<file path="config.mk">
export PLATFORM = sky130hd
export DESIGN_NAME = triangle_edge_rasterizer
export DESIGN_NICKNAME = d
export VERILOG_FILES = /design/src/rtl/ter_pkg.sv /design/src/rtl/triangle_edge_rasterizer.sv /design/src/rtl/ter_scan.sv /design/src/rtl/ter_edge.sv
export SDC_FILE = /design/constraint.sdc
export NUM_CORES = 2
export LEC_CHECK = 0
export ABC_AREA = 1
export ABC_CLOCK_PERIOD_IN_PS = 5300
export BUFFER_PORTS_ARGS = -buffer_cell sky130_fd_sc_hd__clkbuf_2
export CORE_MARGIN = 1.5
export CORE_UTILIZATION = 59
export DETAILED_ROUTE_END_ITERATION = 8
export GPL_TIMING_DRIVEN = 0
export PLACE_DENSITY = 0.79
export SYNTH_ARGS = -nofsm -noshare
export SYNTH_HDL_FRONTEND = slang
export SYNTH_SLANG_ARGS = --single-unit
</file>
<file path="constraint.sdc">
create_clock -name aclk -period 5.3 [get_ports aclk]
set_clock_uncertainty 0.2 [all_clocks]
set_input_delay 1.06 -clock aclk [delete_from_list [all_inputs] [get_ports aclk]]
set_output_delay 1.06 -clock aclk [all_outputs]
set_load 0.05 [all_outputs]
</file>
<file path="src/rtl/ter_pkg.sv">
// Shared types and constants for the triangle edge rasterizer.
`default_nettype none

package ter_pkg;

    // Field widths
    localparam int X_W     = 9;
    localparam int Y_W     = 8;
    localparam int COLOR_W = 8;
    localparam int ADDR_W  = 16;
    localparam int DX_W    = X_W + 1;
    localparam int DY_W    = Y_W + 1;

    // Stream widths
    localparam int S_DATA_W = 64;
    localparam int M_DATA_W = 48;

    // Default line pitch of the frame buffer
    localparam int SCREEN_W_DEF = 320;

    // Request operation codes
    localparam logic OP_LOAD = 1'b0;
    localparam logic OP_STEP = 1'b1;

    typedef logic [X_W-1:0]     ter_x_t;
    typedef logic [Y_W-1:0]     ter_y_t;
    typedef logic [COLOR_W-1:0] ter_color_t;
    typedef logic [DX_W-1:0]    ter_dx_t;
    typedef logic [DY_W-1:0]    ter_dy_t;

    // One unpacked input request
    typedef struct packed {
        logic       op;
        ter_x_t     ax;
        ter_y_t     ay;
        ter_x_t     bx;
        ter_y_t     by_coord;
        ter_x_t     cx;
        ter_y_t     cy;
        ter_color_t paint;
    } ter_item_t;

    // One scanned position with the differences its edge functions need
    typedef struct packed {
        ter_x_t          x;
        ter_y_t          y;
        ter_color_t      color;
        logic            last;
        ter_dx_t [2:0]   dxp;
        ter_dy_t [2:0]   dyp;
        ter_dx_t [2:0]   ex;
        ter_dy_t [2:0]   ey;
    } ter_pix_t;

endpackage

`default_nettype wire

</file>
<file path="src/rtl/triangle_edge_rasterizer.sv">
// A step request accepted on s_tdata shows its result on m_tdata after the registers listed below.
// Throughput: one request per cycle, steps and loads alike, while m_tready does not stall the output,
// set by the input register, the scan register, the edge-product register and the result register in line.
// A load gives no result; a step with no triangle loaded or a finished box gives none.
// Reset (aresetn low, synchronous) empties every stage and marks no triangle loaded.
// Top level: input register feeding the scan sequencer and the edge stages.
`default_nettype none

module triangle_edge_rasterizer import ter_pkg::*; #(
    parameter int SCREEN_W = SCREEN_W_DEF
) (
    input  wire logic                aclk,
    input  wire logic                aresetn,
    input  wire logic                s_tvalid,
    output logic                     s_tready,
    // ax, ay, bx, by_coord, cx, cy, paint, zero fill
    input  wire logic [S_DATA_W-1:0] s_tdata,
    // operation
    input  wire logic                s_tuser,
    output logic                     m_tvalid,
    input  wire logic                m_tready,
    // pixel_x, pixel_y, pixel_address, pixel_color, zero fill
    output logic [M_DATA_W-1:0]      m_tdata,
    // covered
    output logic                     m_tuser,
    output logic                     m_tlast
);

    logic                in_valid_reg, in_valid_next;
    logic                in_op_reg;
    logic [S_DATA_W-1:0] in_data_reg;
    ter_item_t           item;
    logic                in_take;
    logic                pix_valid;
    logic                pix_ready;
    ter_pix_t            pix;

    // Hold a request until the scan sequencer takes it
    assign s_tready      = !in_valid_reg || in_take;
    assign in_valid_next = (in_valid_reg && !in_take) || (s_tvalid && s_tready);

    always_ff @(posedge aclk) begin
        if (!aresetn) begin
            in_valid_reg <= 1'b0;
        end else begin
            in_valid_reg <= in_valid_next;
        end
    end

    always_ff @(posedge aclk) begin
        if (s_tvalid && s_tready) begin
            in_op_reg   <= s_tuser;
            in_data_reg <= s_tdata;
        end
    end

    // Unpack the held request
    always_comb begin
        item.op       = in_op_reg;
        item.ax       = in_data_reg[8:0];
        item.ay       = in_data_reg[16:9];
        item.bx       = in_data_reg[25:17];
        item.by_coord = in_data_reg[33:26];
        item.cx       = in_data_reg[42:34];
        item.cy       = in_data_reg[50:43];
        item.paint    = in_data_reg[58:51];
    end

    ter_scan u_scan (
        .aclk      (aclk),
        .aresetn   (aresetn),
        .in_valid  (in_valid_reg),
        .item      (item),
        .in_take   (in_take),
        .dn_ready  (pix_ready),
        .pix_valid (pix_valid),
        .pix       (pix)
    );

    ter_edge #(
        .SCREEN_W (SCREEN_W)
    ) u_edge (
        .aclk      (aclk),
        .aresetn   (aresetn),
        .pix_valid (pix_valid),
        .pix       (pix),
        .pix_ready (pix_ready),
        .m_tvalid  (m_tvalid),
        .m_tready  (m_tready),
        .m_tdata   (m_tdata),
        .m_tuser   (m_tuser),
        .m_tlast   (m_tlast)
    );

endmodule

`default_nettype wire

</file>
<file path="src/rtl/ter_scan.sv">
// Triangle store and bounding-box scan sequencer.
`default_nettype none

module ter_scan import ter_pkg::*; (
    input  wire logic      aclk,
    input  wire logic      aresetn,
    input  wire logic      in_valid,
    input  wire ter_item_t item,
    output logic           in_take,
    input  wire logic      dn_ready,
    output logic           pix_valid,
    output ter_pix_t       pix
);

    logic       active_reg, active_next;
    ter_x_t     vx_reg [3];
    ter_y_t     vy_reg [3];
    ter_dx_t    ex_reg [3];
    ter_dy_t    ey_reg [3];
    ter_color_t color_reg;
    ter_x_t     scan_x_reg, scan_x_next;
    ter_y_t     scan_y_reg, scan_y_next;
    ter_x_t     left_reg, left_next;
    ter_x_t     right_reg, right_next;
    ter_y_t     bottom_reg, bottom_next;
    logic       pix_valid_reg, pix_valid_next;
    ter_pix_t   pix_reg, pix_next;

    ter_x_t     in_x [3];
    ter_y_t     in_y [3];
    logic       is_load;
    logic       emit;
    logic       pix_free;
    logic       row_end;
    logic       last;

    function automatic ter_x_t min3(input ter_x_t a, input ter_x_t b, input ter_x_t c);
        ter_x_t m;
        m = (a < b) ? a : b;
        return (m < c) ? m : c;
    endfunction

    function automatic ter_x_t max3(input ter_x_t a, input ter_x_t b, input ter_x_t c);
        ter_x_t m;
        m = (a > b) ? a : b;
        return (m > c) ? m : c;
    endfunction

    // Gather vertex fields of the pending request
    always_comb begin
        in_x[0] = item.ax;
        in_x[1] = item.bx;
        in_x[2] = item.cx;
        in_y[0] = item.ay;
        in_y[1] = item.by_coord;
        in_y[2] = item.cy;
    end

    // Take a load at once; take a step when idle or when the pixel slot frees
    assign pix_free = !pix_valid_reg || dn_ready;
    assign is_load  = (item.op == OP_LOAD);
    assign emit     = in_valid && !is_load && active_reg && pix_free;
    assign in_take  = in_valid && (is_load || !active_reg || pix_free);

    assign row_end = (scan_x_reg == right_reg);
    assign last    = row_end && (scan_y_reg == bottom_reg);

    // Advance the scan position or restart it on a load
    always_comb begin
        active_next = active_reg;
        scan_x_next = scan_x_reg;
        scan_y_next = scan_y_reg;
        left_next   = left_reg;
        right_next  = right_reg;
        bottom_next = bottom_reg;
        if (in_valid && is_load) begin
            left_next   = min3(in_x[0], in_x[1], in_x[2]);
            right_next  = max3(in_x[0], in_x[1], in_x[2]);
            bottom_next = Y_W'(max3({1'b0, in_y[0]}, {1'b0, in_y[1]}, {1'b0, in_y[2]}));
            scan_x_next = left_next;
            scan_y_next = Y_W'(min3({1'b0, in_y[0]}, {1'b0, in_y[1]}, {1'b0, in_y[2]}));
            active_next = 1'b1;
        end else if (emit) begin
            if (last) begin
                active_next = 1'b0;
            end else if (row_end) begin
                scan_x_next = left_reg;
                scan_y_next = scan_y_reg + 1'b1;
            end else begin
                scan_x_next = scan_x_reg + 1'b1;
            end
        end
    end

    // Build the position record
    always_comb begin
        pix_next       = pix_reg;
        pix_valid_next = pix_valid_reg && !dn_ready;
        if (emit) begin
            pix_valid_next = 1'b1;
            pix_next.x     = scan_x_reg;
            pix_next.y     = scan_y_reg;
            pix_next.color = color_reg;
            pix_next.last  = last;
            for (int i = 0; i < 3; i++) begin
                pix_next.dxp[i] = {1'b0, scan_x_reg} - {1'b0, vx_reg[i]};
                pix_next.dyp[i] = {1'b0, scan_y_reg} - {1'b0, vy_reg[i]};
                pix_next.ex[i]  = ex_reg[i];
                pix_next.ey[i]  = ey_reg[i];
            end
        end
    end

    // Control state
    always_ff @(posedge aclk) begin
        if (!aresetn) begin
            active_reg    <= 1'b0;
            pix_valid_reg <= 1'b0;
        end else begin
            active_reg    <= active_next;
            pix_valid_reg <= pix_valid_next;
        end
    end

    // Triangle store, scan position and record payload
    always_ff @(posedge aclk) begin
        scan_x_reg <= scan_x_next;
        scan_y_reg <= scan_y_next;
        left_reg   <= left_next;
        right_reg  <= right_next;
        bottom_reg <= bottom_next;
        pix_reg    <= pix_next;
        if (in_valid && is_load) begin
            color_reg <= item.paint;
            for (int i = 0; i < 3; i++) begin
                vx_reg[i] <= in_x[i];
                vy_reg[i] <= in_y[i];
                ex_reg[i] <= {1'b0, in_x[(i + 1) % 3]} - {1'b0, in_x[i]};
                ey_reg[i] <= {1'b0, in_y[(i + 1) % 3]} - {1'b0, in_y[i]};
            end
        end
    end

    assign pix_valid = pix_valid_reg;
    assign pix       = pix_reg;

endmodule

`default_nettype wire

</file>
<file path="src/rtl/ter_edge.sv">
// Edge-function products, coverage test and result register.
`default_nettype none

module ter_edge import ter_pkg::*; #(
    parameter int SCREEN_W = SCREEN_W_DEF
) (
    input  wire logic                aclk,
    input  wire logic                aresetn,
    input  wire logic                pix_valid,
    input  wire ter_pix_t            pix,
    output logic                     pix_ready,
    output logic                     m_tvalid,
    input  wire logic                m_tready,
    output logic [M_DATA_W-1:0]      m_tdata,
    output logic                     m_tuser,
    output logic                     m_tlast
);

    localparam int P_W = DX_W + DY_W;
    localparam logic [ADDR_W-1:0] PITCH = ADDR_W'(SCREEN_W);

    typedef logic signed [P_W-1:0] ter_prod_t;

    logic                prod_valid_reg, prod_valid_next;
    ter_x_t              prod_x_reg;
    ter_y_t              prod_y_reg;
    ter_color_t          prod_color_reg;
    logic                prod_last_reg;
    logic [ADDR_W-1:0]   prod_addr_reg;
    ter_prod_t           pa_reg [3];
    ter_prod_t           pb_reg [3];

    logic                out_valid_reg, out_valid_next;
    ter_x_t              out_x_reg;
    ter_y_t              out_y_reg;
    ter_color_t          out_color_reg;
    logic                out_last_reg;
    logic [ADDR_W-1:0]   out_addr_reg;
    logic                out_cov_reg;

    logic                out_free;
    logic                prod_load;
    logic                out_load;
    logic [ADDR_W-1:0]   addr_sum;
    logic signed [P_W:0] t [3];
    logic                all_nonneg;
    logic                all_nonpos;

    // Handshake between the stages
    assign out_free        = !out_valid_reg || m_tready;
    assign pix_ready       = !prod_valid_reg || out_free;
    assign prod_load       = pix_valid && pix_ready;
    assign out_load        = prod_valid_reg && out_free;
    assign prod_valid_next = (prod_valid_reg && !out_free) || prod_load;
    assign out_valid_next  = (out_valid_reg && !m_tready) || out_load;

    // Frame-buffer offset, wrapping at the address width
    assign addr_sum = {{(ADDR_W - X_W){1'b0}}, pix.x} +
                      ({{(ADDR_W - Y_W){1'b0}}, pix.y} * PITCH);

    // Product stage
    always_ff @(posedge aclk) begin
        if (prod_load) begin
            prod_x_reg     <= pix.x;
            prod_y_reg     <= pix.y;
            prod_color_reg <= pix.color;
            prod_last_reg  <= pix.last;
            prod_addr_reg  <= addr_sum;
            for (int i = 0; i < 3; i++) begin
                pa_reg[i] <= $signed(pix.dxp[i]) * $signed(pix.ey[i]);
                pb_reg[i] <= $signed(pix.dyp[i]) * $signed(pix.ex[i]);
            end
        end
    end

    // Edge values and sign test
    always_comb begin
        all_nonneg = 1'b1;
        all_nonpos = 1'b1;
        for (int i = 0; i < 3; i++) begin
            t[i] = {pa_reg[i][P_W-1], pa_reg[i]} - {pb_reg[i][P_W-1], pb_reg[i]};
            if (t[i][P_W]) begin
                all_nonneg = 1'b0;
            end
            if (!t[i][P_W] && (t[i] != '0)) begin
                all_nonpos = 1'b0;
            end
        end
    end

    // Result stage
    always_ff @(posedge aclk) begin
        if (out_load) begin
            out_x_reg     <= prod_x_reg;
            out_y_reg     <= prod_y_reg;
            out_color_reg <= prod_color_reg;
            out_last_reg  <= prod_last_reg;
            out_addr_reg  <= prod_addr_reg;
            out_cov_reg   <= all_nonneg || all_nonpos;
        end
    end

    // Stage valid flags
    always_ff @(posedge aclk) begin
        if (!aresetn) begin
            prod_valid_reg <= 1'b0;
            out_valid_reg  <= 1'b0;
        end else begin
            prod_valid_reg <= prod_valid_next;
            out_valid_reg  <= out_valid_next;
        end
    end

    assign m_tvalid = out_valid_reg;
    assign m_tdata  = {{(M_DATA_W - X_W - Y_W - ADDR_W - COLOR_W){1'b0}},
                       out_color_reg, out_addr_reg, out_y_reg, out_x_reg};
    assign m_tuser  = out_cov_reg;
    assign m_tlast  = out_last_reg;

endmodule

`default_nettype wire

</file>
Word level (Yosys, flattened, before mapping)
Memories as Yosys holds them, arrays and structs flattened. A register that Yosys moved wholly into a read port is not among the register bits.
Cells that the tools add are included.
Widths: inputs -> output; s select.
{"block": "totals", "memories": 6, "wordCells": 154, "out_inout_bits": 52, "ramBits": 222, "in_bits": 69, "romBits": 0, "ff_bits": 284, "latch_bits": 0}
{"name": "u_edge.pa_reg", "words": 3, "width": 19, "read_ports": 3, "rd_ports_with_merged_regs": 0, "wr": 3, "line": "ter_edge.sv:30", "source": "ter_prod_t pa_reg [3];"}
{"name": "u_edge.pb_reg", "words": 3, "width": 19, "read_ports": 3, "rd_ports_with_merged_regs": 0, "wr": 3, "line": "ter_edge.sv:31", "source": "ter_prod_t pb_reg [3];"}
{"name": "u_scan.ex_reg", "words": 3, "width": 10, "read_ports": 3, "rd_ports_with_merged_regs": 3, "wr": 3, "line": "ter_scan.sv:18", "source": "ter_dx_t ex_reg [3];"}
{"name": "u_scan.ey_reg", "words": 3, "width": 9, "read_ports": 3, "rd_ports_with_merged_regs": 3, "wr": 3, "line": "ter_scan.sv:19", "source": "ter_dy_t ey_reg [3];"}
{"name": "u_scan.vx_reg", "words": 3, "width": 9, "read_ports": 3, "rd_ports_with_merged_regs": 0, "wr": 3, "line": "ter_scan.sv:16", "source": "ter_x_t vx_reg [3];"}
{"name": "u_scan.vy_reg", "words": 3, "width": 8, "read_ports": 3, "rd_ports_with_merged_regs": 0, "wr": 3, "line": "ter_scan.sv:17", "source": "ter_y_t vy_reg [3];"}
{"block": "op_classes", "n_addsub": 18, "n_bitwise": 1, "magnitude_cmp": 8, "multipliers": 7, "div": 0, "shifts": 0, "mux": 30, "eq_ne": 3, "reduce_logical": 47}
{"op": "$mux 9", "n": 8}
{"op": "$mux 8", "n": 8}
{"op": "$reduce_bool 20->1", "n": 3}
{"op": "$sub 19x19->20", "n": 3}
{"op": "$sub 9x9->10", "n": 6}
{"op": "$mul 10x9->19", "n": 3}
{"op": "$mul 9x10->19", "n": 3}
{"op": "$sub 8x8->9", "n": 6}
{"op": "$gt 9x9->1", "n": 2}
{"op": "$lt 9x9->1", "n": 2}
{"op": "$add 9x16->16", "n": 1}
{"op": "$gt 8x8->1", "n": 2}
{"op": "$logic_and 1x1->1", "n": 16}
{"op": "$lt 8x8->1", "n": 2}
{"op": "$mux 1", "n": 14}
{"op": "$logic_not 1->1", "n": 12}
{"op": "$logic_or 1x1->1", "n": 10}
{"op": "$mul 8x3->10 const B", "n": 1}
{"op": "$add 9x1->9 const B", "n": 1}
{"op": "$eq 9x9->1", "n": 1}
{"op": "$add 8x1->8 const B", "n": 1}
{"op": "$eq 8x8->1", "n": 1}
{"op": "$reduce_bool 2->1", "n": 3}
{"op": "$reduce_and 2->1", "n": 2}
{"op": "other kinds (3)", "n": 3}

Longest topological paths before layout
{"block": "logic_depth", "ltp_word": 9, "ltp_mapped": 25, "depth_no_buf": 23}

Hierarchy
Synthesis repeated with hierarchy kept, for this count alone.
{"block": "hier_totals", "hier_cells": 4960, "hier_area_um2": 47237.8}
{"module": "ter_edge", "area_per_inst_um2": 30131.4, "seq_area_each_um2": 5655.4, "instances": 1, "cells_each": 3587}
{"module": "ter_scan", "area_per_inst_um2": 15253.4, "seq_area_each_um2": 9018.6, "instances": 1, "cells_each": 1306}
{"module": "triangle_edge_rasterizer", "area_per_inst_um2": 1853.0, "seq_area_each_um2": 1821.7, "instances": 1, "cells_each": 67}

Worst setup path before layout
OpenSTA, ideal clock, no wires.
{"block": "synth_path", "path_type": "input -> register", "start": "input m_tready", "end": "register u_scan.scan_y_reg[0], enable pin", "stages": 10, "required_time_ps": 4716, "setup_time_ps": 384, "n_path_buf": 0, "arrival_time_ps": 5145, "setup_slack_ps": -429, "path_cell_list": "inv_1 nand2_1 nor2_1 inv_1 nor2_1 inv_1 nand2_1 inv_1 nand2_1 o21ai_0"}
{"block": "synth_via", "elab_chain_len": 6}
{"element": "start: declaration", "line": "triangle_edge_rasterizer.sv:21", "source": "input wire logic m_tready,"}
{"element": "$logic_or 1x1->1", "line": "ter_edge.sv:50", "source": "assign out_free = !out_valid_reg || m_tready;"}
{"element": "$logic_or 1x1->1", "line": "ter_edge.sv:51", "source": "assign pix_ready = !prod_valid_reg || out_free;"}
{"element": "$logic_or 1x1->1", "line": "ter_scan.sv:60", "source": "assign pix_free = !pix_valid_reg || dn_ready;"}
{"element": "$logic_and 1x1->1", "line": "ter_scan.sv:62", "source": "assign emit = in_valid && !is_load && active_reg && pix_free;"}
{"element": "via u_scan.emit", "line": "ter_scan.sv:32", "source": "logic emit;"}
{"element": "$reduce_bool 2->1 (no line)"}
{"element": "$reduce_and 3->1 (no line)"}
{"element": "end signal: assignment", "line": "ter_scan.sv:128", "source": "scan_y_reg <= scan_y_next;"}
{"element": "end: declaration", "line": "ter_scan.sv:22", "source": "ter_y_t scan_y_reg, scan_y_next;"}
The timed path passes the listed nets, and every way through them passes these cells.
A chain may end at the register's enable or synchronous reset.

==> metrics <==
outcome=completed; Logic pwr share=19.3%; Yosys cell types=46; register area=16500 sq um; reg2reg end=u_edge.pb_reg[0][18]; share of cells above drive strength 1=9.03%; Pint=8.21 mW; Net Switching=3.16 mW; Starting Density=60.0%; min-delay worst type=flip-flop to flip-flop; gr usage total=26.7%; r2r startpoint=u_scan.pix[59]; first-pass GRT wire length=171000 um; Synth Cell Area=46700 sq um; PortBufs=108; # setup viols final=0; Final Hold Fails=0; Via Count=33000; min-delay src=u_edge.prod_color_reg[3]; vias per cell=5.39; Slew Viols, Final=0; placed insts=5958; switching portion of total power=27.8%; CTS Buffer Depth=3; antenna violations before repair=1; setup TNS=0 ns; Clk Latency, worst-skew pair=0.66 ns; root buffer cell=clkbuf_16; Seq pwr share=44.8%; Nets=6032; Placer Congestion=0.935; Cell Count, Final, Fillers Out=6123; deepest level of the CTS H-tree=2; pwr/cell area=220 nW/um^2; Multi-input gate area=26000 sq um; cts hold-fix bufs=0; ranking of synthesized cells by area=edfxtp_1, fa_1, ha_1, inv_1, nand2_1; CTS Buf Count=56; Worst EP arrival=5.40 ns; Peak supply drop=0.288 mV; max FFs per register=140; Post-Route WL=109000 um; reg2reg setup slack=0.07 ns; cell taking the most area after synthesis=edfxtp_1; Die Ht=284 um; Worst Tran Pin Value=1.23 ns; Worst setup SP type=flip-flop; kind of critical path=flip-flop to flip-flop; placed cell area=48800 sq um; synth warn=0; die area=80900 sq um; relative slew slack=17.6%; DP Wirelength=83200 um; most numerous cell in the Yosys netlist=inv_1; Seq/Total Area, Yosys=35.3%; Synth top area share=35.1%; CP required=5.47 ns; most frequent cells after synthesis=inv_1, nand2_1, edfxtp_1; Clock Sinks=551; First-pass DRT Iterations=7; Ports=121; DRC violations left=0; GRT overflow=0; unrepaired setup endpoints after global routing=true; fin util=66.4%; CTS tree=yes; clock power share=35.9%; Setup crit end=u_edge.pb_reg[0][18]; fin crit share=98.7%; Tmin final=5.23 ns; top_reg_cell synth=edfxtp_1; Critical Path Source=u_scan.pix[59]; Critical Path End Type=flip-flop; Max-Cap Viols=0; WL/cell=17.7 um; leakage power=25.7 nW; number of flops mapped to enable cells by yosys=546; pin count of the biggest net entering global routing=100; final hold slack=0.211 ns; Die X=284 um; post-route ant nets=0; n_diodes=0; Core Region=77800 sq um; syn avg cell area=9.74 sq um; design area=51700 sq um; R2R depth=20; Yosys reg bits=551; Mapped Cells=4797; fraction of registers with async set/reset=0%; Worst Path Max Fanout=5; cell row count=102; DRT iter0 DRCs=2528; Area Growth Syn to Fin=10.8%; Clk pin slew, worst setup/hold paths=0.07 ns; vias in the first global route=32900; filler cell count in the final layout=5825; maximum clock frequency=0.191 GHz
==> per-stage QoR <==
step                power, mW  worst slack [ns]
floorplan                6.69             0.275
global placement         7.18             -1.25
detailed placement       7.26            -0.424
CTS                      11.3           0.00127
global route             11.9            -0.139
finish                   11.4            0.0697
==> worst max-delay path, stage by stage, from the launching register on <==
cell and delay (ns):
edfxtp_1 0.51, buf_4 0.20, buf_4 0.13, nand2_1 0.06, inv_1 0.05, fa_1 0.56, fa_1 0.47, fa_1 0.57
fa_1 0.42, ha_1 0.33, ha_4 0.32, nand2_1 0.07, inv_1 0.08, nand4_1 0.16, nand3_2 0.12, a21oi_1 0.07
o21bai_1 0.21, nand3_1 0.13, nor2_1 0.10, nor2_1 0.05, xor2_1 0.14
==> metal layers <==
layer  track usage [%]  wire length [um]  up-vias
met2              44.6             52100     1279
met1              36.2             44900    15900
li1                  -                 -    15600
met5                 0                 0        -
met3              3.19              7330      269
met4              9.36              4300        0
==> cell families after synthesis <==
logic type                 after synthesis  synth area share, %
muxes                                    2               0.0429
adders and majority gates              927                 32.5
buffers and inverters                 1170                 9.55
AOI/OAI and AO/OA                      485                 5.53
other                                    1              0.00803
DFF                                    551                 35.3
and+or+nand+nor                       1414                 12.4
xor gates and xnor gates               247                 4.63
==> how the worst min path moves through the flow <==
| stage | cells past startpoint | slack (ns) | endpoint |
|---|---|---|---|
| floorplan | 0 | 0.20 | u_edge.m_tlast |
| CTS | 0 | 0.22 | u_scan.pix[33] |
| global route | 0 | 0.22 | u_scan.pix[10] |
| finish | 0 | 0.21 | u_edge.out_color_reg[3] |
| global placement | 0 | 0.20 | u_scan.pix[116] |
| detailed placement | 0 | 0.20 | u_edge.out_y_reg[5] |
==> cells in the final DEF, fill, tap and decap left out, drive strengths merged, types with 4 or more instances in the layout <==
cell	Yosys	routed
nor3	19	19
and2	12	12
fa	479	479
a21o	8	8
edfxtp	546	546
dfxtp	5	5
clkinv	6	29
a211oi	9	9
xor2	157	157
o21ai	185	185
nand2	1000	1000
clkbuf	116	185
nor2	193	193
nor4	8	8
a31oi	8	8
a221oi	5	5
nand3	121	121
xnor2	90	90
ha	448	448
or2	8	8
nand3b	18	18
nand4	33	33
o21bai	12	12
conb	1	7
bufinv	0	7
a21oi	243	243
inv	1031	1036
buf	17	189
clkinvlp	0	4
o211ai	5	5
==> power by group through the flow <==
stage / Sequential (mW) / Combinational (mW) / Clock (mW)
global route: 5.10 / 2.48 / 4.29
finish: 5.09 / 2.19 / 4.09
detailed placement: 5.17 / 2.08 / 0
floorplan: 5.13 / 1.56 / 0
CTS: 5.09 / 2.11 / 4.15
global placement: 5.18 / 2.00 / 0
==> what timing repair did <==
action | in CTS | in global routing
hold endpoints to repair | 0 | 0
setup buffers | 45 | 120
endpoints found under the setup margin | 23 | 24
pin swaps | 0 | 23
resized for setup | 14 | 51
cloned | 0 | 0
==> final cells by class <==
cell class                 count  area share, %
inverter                    1037           7.57
buffer                        28          0.346
clock inverter                39          0.876
sequential                   551           31.9
clock buffer                  66           2.82
multi-input combinational   3082           50.2
tap                         1040           2.52
timing repair buffer         280           3.79
Note: power is estimated with default switching activity, not from simulation.
